$ cat config.mk
export PLATFORM = sky130hd
export DESIGN_NAME = vector_tile_geometry_decoder
export DESIGN_NICKNAME = d
export VERILOG_FILES = /design/src/rtl/vtgd_pkg.sv /design/src/rtl/vector_tile_geometry_decoder.sv /design/src/rtl/vtgd_in_stage.sv /design/src/rtl/vtgd_decode.sv
export SDC_FILE = /design/constraint.sdc
export NUM_CORES = 1
export LEC_CHECK = 0
export BUFFER_PORTS_ARGS = -buffer_cell sky130_fd_sc_hd__buf_2
export CAP_MARGIN = 0
export CELL_PAD_IN_SITES_DETAIL_PLACEMENT = 1
export CELL_PAD_IN_SITES_GLOBAL_PLACEMENT = 2
export CORE_MARGIN = 2
export CORE_UTILIZATION = 35
export DETAILED_ROUTE_END_ITERATION = 16
export PLACE_DENSITY_LB_ADDON = 0.1
export RECOVER_POWER = 50
export SLEW_MARGIN = 5
export SYNTH_ARGS = -nofsm -noshare
export SYNTH_HDL_FRONTEND = slang
export SYNTH_HIERARCHICAL = 1
export SYNTH_SLANG_ARGS = --single-unit
$ cat constraint.sdc
create_clock -name clock -period 3.3 [get_ports clock]
set_input_delay 0.495 -clock clock [delete_from_list [all_inputs] [get_ports clock]]
set_output_delay 0.495 -clock clock [all_outputs]
set_load 0.01 [all_outputs]
$ cat src/rtl/vtgd_pkg.sv
// Shared types, constants and functions of the geometry decoder.
package vtgd_pkg;

   localparam int unsigned WORD_W  = 32;
   localparam int unsigned CMD_ID_W = 3;
   localparam int unsigned COUNT_W = WORD_W - CMD_ID_W;

   // Command ids that arm coordinate pairs.
   localparam logic [CMD_ID_W-1:0] CMD_MOVE_TO = 3'd1;
   localparam logic [CMD_ID_W-1:0] CMD_LINE_TO = 3'd2;

   // One input word as held in the input register.
   typedef struct packed {
      logic [WORD_W-1:0] geo_word;
      logic              last_word;
   } word_type;

   // Handshake between input register and decode stage.
   typedef struct packed {
      logic     valid;
      word_type data;
   } stage_type;

   // Zigzag decode: 0,1,2,3 -> 0,-1,1,-2.
   function automatic logic [WORD_W-1:0] zz_decode(input logic [WORD_W-1:0] n);
      zz_decode = {1'b0, n[WORD_W-1:1]} ^ {WORD_W{n[0]}};
   endfunction

endpackage

$ cat src/rtl/vector_tile_geometry_decoder.sv
// Vector tile geometry decoder: one geometry word in per cycle while results
// are taken, points out. Each accepted word is held in the input register,
// then decoded; a y word loads its point into the result register, and
// decoding waits while that register holds a result not yet taken. A word
// with no point (command, x word) moves through the same stage without
// producing a result. req_ready drops only while a word is held and the
// pending result is not being taken. State returns to its reset value after
// any word marked as last.
module vector_tile_geometry_decoder (
   input  logic                              clock,
   input  logic                              reset,
   input  logic                              req_valid,
   output logic                              req_ready,
   input  logic [vtgd_pkg::WORD_W-1:0]       req_geo_word,
   input  logic                              req_last_word,
   output logic                              rsp_valid,
   input  logic                              rsp_ready,
   output logic signed [vtgd_pkg::WORD_W-1:0] rsp_point_x,
   output logic signed [vtgd_pkg::WORD_W-1:0] rsp_point_y,
   output logic                              rsp_geometry_end
);
   import vtgd_pkg::*;

   stage_type stage;
   logic      stage_take;

   vtgd_in_stage u_in_stage (
      .clock         (clock),
      .reset         (reset),
      .req_valid     (req_valid),
      .req_ready     (req_ready),
      .req_geo_word  (req_geo_word),
      .req_last_word (req_last_word),
      .stage_out     (stage),
      .stage_take    (stage_take)
   );

   vtgd_decode u_decode (
      .clock            (clock),
      .reset            (reset),
      .stage_in         (stage),
      .stage_take       (stage_take),
      .rsp_valid        (rsp_valid),
      .rsp_ready        (rsp_ready),
      .rsp_point_x      (rsp_point_x),
      .rsp_point_y      (rsp_point_y),
      .rsp_geometry_end (rsp_geometry_end)
   );

endmodule

$ cat src/rtl/vtgd_in_stage.sv
// Input register of the geometry decoder.
module vtgd_in_stage (
   input  logic                      clock,
   input  logic                      reset,
   input  logic                      req_valid,
   output logic                      req_ready,
   input  logic [vtgd_pkg::WORD_W-1:0] req_geo_word,
   input  logic                      req_last_word,
   output vtgd_pkg::stage_type       stage_out,
   input  logic                      stage_take
);
   import vtgd_pkg::*;

   logic     valid_ff, valid_in;
   word_type data_ff;

   // Take a new word when empty or when the held word moves on this cycle.
   assign req_ready = !valid_ff || stage_take;

   always_comb begin
      valid_in = valid_ff;
      if (req_ready) begin
         valid_in = req_valid;
      end
   end

   always_ff @(posedge clock) begin
      if (reset) begin
         valid_ff <= 1'b0;
      end else begin
         valid_ff <= valid_in;
      end
   end

   // Load payload on accept.
   always_ff @(posedge clock) begin
      if (req_valid && req_ready) begin
         data_ff.geo_word  <= req_geo_word;
         data_ff.last_word <= req_last_word;
      end
   end

   assign stage_out.valid = valid_ff;
   assign stage_out.data  = data_ff;

endmodule

$ cat src/rtl/vtgd_decode.sv
// Command decode, cursor update and result register of the geometry decoder.
module vtgd_decode (
   input  logic                              clock,
   input  logic                              reset,
   input  vtgd_pkg::stage_type               stage_in,
   output logic                              stage_take,
   output logic                              rsp_valid,
   input  logic                              rsp_ready,
   output logic signed [vtgd_pkg::WORD_W-1:0] rsp_point_x,
   output logic signed [vtgd_pkg::WORD_W-1:0] rsp_point_y,
   output logic                              rsp_geometry_end
);
   import vtgd_pkg::*;

   logic [WORD_W-1:0]   cursor_x_ff, cursor_x_in;
   logic [WORD_W-1:0]   cursor_y_ff, cursor_y_in;
   logic [COUNT_W-1:0]  pairs_left_ff, pairs_left_in;
   logic                awaiting_y_ff, awaiting_y_in;
   logic                rsp_valid_ff, rsp_valid_in;
   logic [WORD_W-1:0]   point_x_ff, point_y_ff;
   logic                geometry_end_ff;

   logic                fire;
   logic                is_cmd;
   logic                emit;
   logic [CMD_ID_W-1:0] cmd_id;
   logic [COUNT_W-1:0]  cmd_count;
   logic [WORD_W-1:0]   delta;

   // Move a word on whenever the result register is free or drains now.
   assign stage_take = !rsp_valid_ff || rsp_ready;
   assign fire       = stage_in.valid && stage_take;

   assign is_cmd    = (pairs_left_ff == '0) && !awaiting_y_ff;
   assign cmd_id    = stage_in.data.geo_word[CMD_ID_W-1:0];
   assign cmd_count = stage_in.data.geo_word[WORD_W-1:CMD_ID_W];
   assign delta     = zz_decode(stage_in.data.geo_word);
   assign emit      = !is_cmd && awaiting_y_ff;

   // Advance decode state.
   always_comb begin
      cursor_x_in   = cursor_x_ff;
      cursor_y_in   = cursor_y_ff;
      pairs_left_in = pairs_left_ff;
      awaiting_y_in = awaiting_y_ff;
      if (fire) begin
         if (is_cmd) begin
            if (cmd_id == CMD_MOVE_TO || cmd_id == CMD_LINE_TO) begin
               pairs_left_in = cmd_count;
            end
         end else if (!awaiting_y_ff) begin
            cursor_x_in   = cursor_x_ff + delta;
            awaiting_y_in = 1'b1;
         end else begin
            cursor_y_in   = cursor_y_ff + delta;
            awaiting_y_in = 1'b0;
            pairs_left_in = pairs_left_ff - 1'b1;
         end
         // Drop everything at the end of a geometry.
         if (stage_in.data.last_word) begin
            cursor_x_in   = '0;
            cursor_y_in   = '0;
            pairs_left_in = '0;
            awaiting_y_in = 1'b0;
         end
      end
   end

   // Result register valid: set on a point, clear when taken.
   always_comb begin
      rsp_valid_in = rsp_valid_ff;
      if (fire) begin
         rsp_valid_in = emit;
      end else if (rsp_ready) begin
         rsp_valid_in = 1'b0;
      end
   end

   always_ff @(posedge clock) begin
      if (reset) begin
         cursor_x_ff   <= '0;
         cursor_y_ff   <= '0;
         pairs_left_ff <= '0;
         awaiting_y_ff <= 1'b0;
         rsp_valid_ff  <= 1'b0;
      end else begin
         cursor_x_ff   <= cursor_x_in;
         cursor_y_ff   <= cursor_y_in;
         pairs_left_ff <= pairs_left_in;
         awaiting_y_ff <= awaiting_y_in;
         rsp_valid_ff  <= rsp_valid_in;
      end
   end

   // Load the point when its y word arrives.
   always_ff @(posedge clock) begin
      if (fire && emit) begin
         point_x_ff      <= cursor_x_ff;
         point_y_ff      <= cursor_y_ff + delta;
         geometry_end_ff <= stage_in.data.last_word;
      end
   end

   assign rsp_valid        = rsp_valid_ff;
   assign rsp_point_x      = $signed(point_x_ff);
   assign rsp_point_y      = $signed(point_y_ff);
   assign rsp_geometry_end = geometry_end_ff;

endmodule

Word level (Yosys, flattened, before mapping):

Index checks and enable logic that the tools add are counted.

* input port bits: 37
* register bits after elaboration: 194

* equality and inequality tests: 5
* bitwise gates (word level): 1
* add/subtract/negate cells: 3
* reduce and logical (&&, ||, !) cells: 20
* multiplexer cells: 15

Operators with widths (count)
* 2-to-1 mux 32 bit: 6
* 2-to-1 mux 29 bit: 4
* adder 32 bit: 2
* XOR 31 x 32 -> 32 bit: 1
* zero test 29 bit: 1
* subtractor 29 x 1 -> 29 bit (second input constant): 1
* AND reduction 3 bit: 3
* logical AND 1 bit: 5
* 2-to-1 mux 1 bit: 5
* zero test 1 bit: 4
* != test 2 bit (second input constant): 2
* nonzero test 2 bit: 2
* == test 3 x 1 -> 1 bit (second input constant): 1
* == test 3 x 2 -> 1 bit (second input constant): 1
* logical OR 1 bit: 3
* != test 3 bit (second input constant): 1
* nonzero test 3 bit: 1
* AND reduction 2 bit: 1

Longest topological paths before layout:

* word-level depth: 5
* depth in mapped cells: 16
* depth with buffers taken out: 15

Cells and area by module:

Netlist, hierarchy kept.

Modules (own cells, without submodules)
* vtgd_decode: area an instance 9726.8 µm², cells an instance 1018, times used 1
* vtgd_in_stage: area an instance 1053.5 µm², cells an instance 39, times used 1

Least setup slack after synthesis:

No wires, ideal clock.

* kind: register to register
* from: register u_in_stage.data_ff (netlist bit u_in_stage/stage_out[1])
* to: register u_decode.cursor_y_ff[28]
* clock period less this slack: 3474 ps
* setup slack: -174 ps
* buffers on the path: 2
* stages on the path, launching flop included: 15
* data arrival time: 3357 ps
* data required time: 3183 ps
* cells stage by stage: edfxtp_1 > clkbuf_1 > buf_1 > xor2_1 > inv_1 > fa_1 > nor2b_1 > o21bai_1 > a31oi_1 > a21oi_1 > o41ai_2 > o41ai_2 > o21ai_1 > xor2_1 > a22o_1

* longest elaborated chain between the ends: 5

Ends and longest elaborated chain
* start: declaration: RTL line vtgd_in_stage.sv:15 `word_type data_ff;`
* XOR 31 x 32 -> 32 bit: RTL line vtgd_pkg.sv:26 `zz_decode = {1'b0, n[WORD_W-1:1]} ^ {WORD_W{n[0]}};`
* adder 32 bit: RTL line vtgd_decode.sv:55 `cursor_y_in = cursor_y_ff + delta;`
* 2-to-1 mux 32 bit: RTL line vtgd_decode.sv:51 `end else if (!awaiting_y_ff) begin`
* 2-to-1 mux 32 bit: RTL line vtgd_decode.sv:47 `if (is_cmd) begin`
* 2-to-1 mux 32 bit: RTL line vtgd_decode.sv:60 `if (stage_in.data.last_word) begin`
* end signal: assignment: RTL line vtgd_decode.sv:88 `cursor_y_ff <= cursor_y_in;`
* end: declaration: RTL line vtgd_decode.sv:16 `logic [WORD_W-1:0] cursor_y_ff, cursor_y_in;`

Every way passes these cells. The select of a mux whose other input is x is not followed.
A chain may end at the register's enable or synchronous reset.

Worst setup path after layout:

* from: register u_in_stage.data_ff (netlist bit u_in_stage/stage_out[1])
* to: register u_decode.cursor_y_ff[26]

The elaborated chain is that of the path after synthesis.

==> results.md <==
* Status: finished, violations left
* Failing checks: max-capacitance violations, max-slew violations
* Post-synthesis simple-gate area fraction at 0.1378
* DP Cell Count at ~1.7k
* Routed Antenna Nets at 0
* Routed wire length per instance at between 15 and 20 um
* Power consumption at 9.555 mW
* PD cells at approximately 700 nW/um^2
* Avg Cell Area, Syn at ~10 sq um
* Primary FF master, synth: edfxtp_1
* Total Routing Usage GR at 0.1997
* Vias per Instance at roughly 5.3
* Worst VDD drop at between 600 and 700 uV
* Largest family of logic cells by synthesized area: compound AO/OA/AOI/OAI gates
* Sequential area share after synthesis at 0.4513
* Gpl congestion at 0.8627
* Class of the worst hold path: in -> reg
* GR Overflow Total at 0
* YS warnings at 6
* Required @ worst endpoint at 3.64 ns
* Slew Limit Headroom at -0.04795
* Mux cell area share after synthesis at 0.002786
* Final hold vios at 0
* Arr. time, crit path at about 3.6 ns
* Final setup viols at 0
* Fmax at around 300 MHz
* RSZ-0062 raised after global routing: true
* P_leak at about 5.6 nW
* Worst path most repeated cell: inv_1
* TritonCTS Sinks at about 190
* Worst-path clk slew at approximately 0.07 ns
* Die area at around 32000 sq um
* CP peak stage delay at about 0.44 ns
* Initial Util at 0.3543
* Worst-case clock buffer depth at 2
* Post-layout min period at approximately 3.3 ns
* Die Span X at 179.5 um
* Synth Net Count at around 1.2k
* DP Area at 12640 sq um
* Ys async rst share at 0
* #FFs+latches synth at just under 200
* First-pass GRT wire length at 50880 um
* Worst-path cell chain: inv_1 > ha_1 > inv_1 > ha_4 > inv_1 > fa_2 > nor2b_4 > o21bai_4 > a31oi_4 > a21oi_2 > o41ai_2 > buf_4 > o41ai_4 > buf_4 > xnor2_1 > a22o_1
* R2R Path Start: u_in_stage/stage_out[1]
* I/O pin cnt at between 100 and 150
* Area leader, netlist: edfxtp_1
* Clk_lat worst skew at 0.45 ns
* XOR/XNOR Fraction of Synth Area at 0.07312
* Fin Hold WS at ~0.22 ns
* Synth Area in Compound Gates at 0.2162
* CTS tree: built
* Distinct cells, synth at 79
* Mapped Area at between 10000 and 15000 sq um
* Area share of the largest cell type after synthesis at 0.2730
* DR pass1 iterations at 4
* Total count of max-transition violations in the final report at 34
* CTS H-tree lvls at 4
* DP Wirelength at between 20000 and 25000 um
* Pin count of the biggest net entering global routing at 58
* CP Launch Point: u_in_stage/stage_out[1]
* Final #Nets at around 1.4k
* Synth Area in Adders at 0.09076
* Post-Synthesis Cells at roughly 1.1k
* Worst setup SP type: flip-flop
* Number of global-route vias before repair at approximately 9k
* Slowest cell on the critical path: edfxtp_1
* Final Instance Count excl. Fillers at 1688
* Hold path startpoint: req_geo_word[17]
* IO buf count at between 100 and 150
* Worst Skew at 0.009610 ns
* Via count at between 8k and 9k
* Fraction of layout cells with a size suffix above 1 at 0.2330
* Die height at ~180 um
* Setup crit end kind: flip-flop
* Total of max-cap violations at 1
* Area contributors post-synth: edfxtp_1 (27%), dfxtp_1 (18%), ha_1 (8.7%), xor2_1 (4.2%), a21oi_1 (3.9%)
* Worst-Margin Slew at roughly 1.6 ns
* DR iter-0 viols at 393
* Root Driver: clkbuf_16
* # rows at between 60 and 70
* Initial antenna violation count at 0
* Most frequent cell after synthesis: nor2_1
* Final worst path period share at 0.9892
* Final wirelength at roughly 33000 um
* Post-route cell area at roughly 14000 sq um
* Fill cell count at 3480
* Worst-path maximum fanout at 3
* Core area at 30430 sq um
* Antenna cells at 0
* CTS buffer count at 17
* Area Overhead vs Synth at 25.67%
* Fin util at 0.4452
* Critical path type: reg -> reg
* Most frequent cells after synthesis: nor2_1 (100), edfxtp_1 (98), dfxtp_1 (96)
* Post-synth EDFFs at 98
* DR DRC count at 0
stage by stage:
stage	setup TNS, ns	setup WS [ns]
6_report	0	0.03579
5_1_grt	-0.9828	-0.1495
4_1_cts	-0.03494	-0.03494
3_5_place_dp	-0.6195	-0.1165
3_3_place_gp	-0.2351	-0.07802
2_1_floorplan	0	0.02766
final cells by class:
cell class,instances,area [sq um],area share
Clock buffer,18,429.2,0.03168
Clock inverter,14,113.9,0.008404
Inverter,23,86.33,0.006372
Multi-Input combinational cell,794,6022,0.4445
Sequential cell,194,4865,0.3591
Tap cell,396,495.5,0.03657
Timing Repair Buffer,249,1536,0.1134
flip-flops by register name (all words and copies together) (netlist names):
name                       flops
u_in_stage/valid_ff            1
u_in_stage/stage_out          33
u_decode/pairs_left_ff        29
u_decode/cursor_y_ff          32
u_decode/cursor_x_ff          32
u_decode/rsp_geometry_end      1
u_decode/rsp_point_y          32
u_decode/awaiting_y_ff         1
u_decode/rsp_valid             1
u_decode/rsp_point_x          32
cell families (layout without fill, tap and decap cells):
family | after synthesis | after routing
multiplexers | 3 | 3
flip-flops | 194 | 194
AND/OR/NAND/NOR | 279 | 279
XOR/XNOR | 90 | 90
buffers and inverters | 69 | 304
adder cells (fa/ha/maj) | 77 | 77
AO/OA/AOI/OAI | 345 | 345
placed cells by master, fill, tap and decap left out, types with 6 or more instances in the layout:
cell       count
o211ai_1      11
nor4_1        10
nand3_1       20
a22oi_1       36
a21oi_2       15
dfxtp_1       96
buf_4        140
clkbuf_16     17
a22o_1        30
nor3_1        16
buf_2         33
nor2_1       100
and3_1         7
ha_4           6
xor2_1        43
nor2b_1        6
a211oi_1       7
and2_1         6
o21ai_0       40
nand2b_1       8
a31oi_1        9
edfxtp_1      98
xor2_2         7
inv_1         23
nand2_1       50
nand4_1       11
ha_1          69
a211oi_2       6
o21ai_1       24
xnor2_1       38
a21oi_1       73
a21o_1        44
nor3_2         6
clkbuf_1      73
metal layers:
metal  track usage  vias to the layer above  share of wire
met3       0.02553                       29          0.022
met1        0.2771                     4369           0.50
met2        0.3266                      125           0.46
li1              -                     4369              -
met5             0                        -              0
met4       0.05756                        0          0.017
where the power goes:
group / internal [mW] / switching (mW)
combinational: 1.84 / 2.72
clock: 1.03 / 0.942
sequential: 2.78 / 0.240
what timing repair did:
item / 4_1_cts / 5_1_grt
gates cloned: 0 / 0
pin swaps: 5 / 11
gates resized for setup: 14 / 61
hold buffers: 0 / 0
endpoints found under the setup margin: 16 / 30
buffers inserted: 0 / 5
path summary, 6_finish.rpt:
kind                              endpoint  slack (ns)  depth (start not counted)
setup / recovery  u_decode/cursor_y_ff[26]        0.04                         16
hold / removal    u_in_stage/stage_out[18]        0.22                          1
setup reg to reg  u_decode/cursor_y_ff[26]        0.04                         16
hold reg to reg    u_decode/rsp_point_x[6]        0.48                          0
critical path: cells and delay by family (launching register included):
family | cells | cell delay, ns
compound gates | 6 | 1.00
xor+xnor | 1 | 0.13
fa+ha+maj | 3 | 0.81
flops | 1 | 0.44
simple gates | 1 | 0.18
buf+inv | 5 | 0.58
Note: power is estimated with default switching activity, not from simulation.
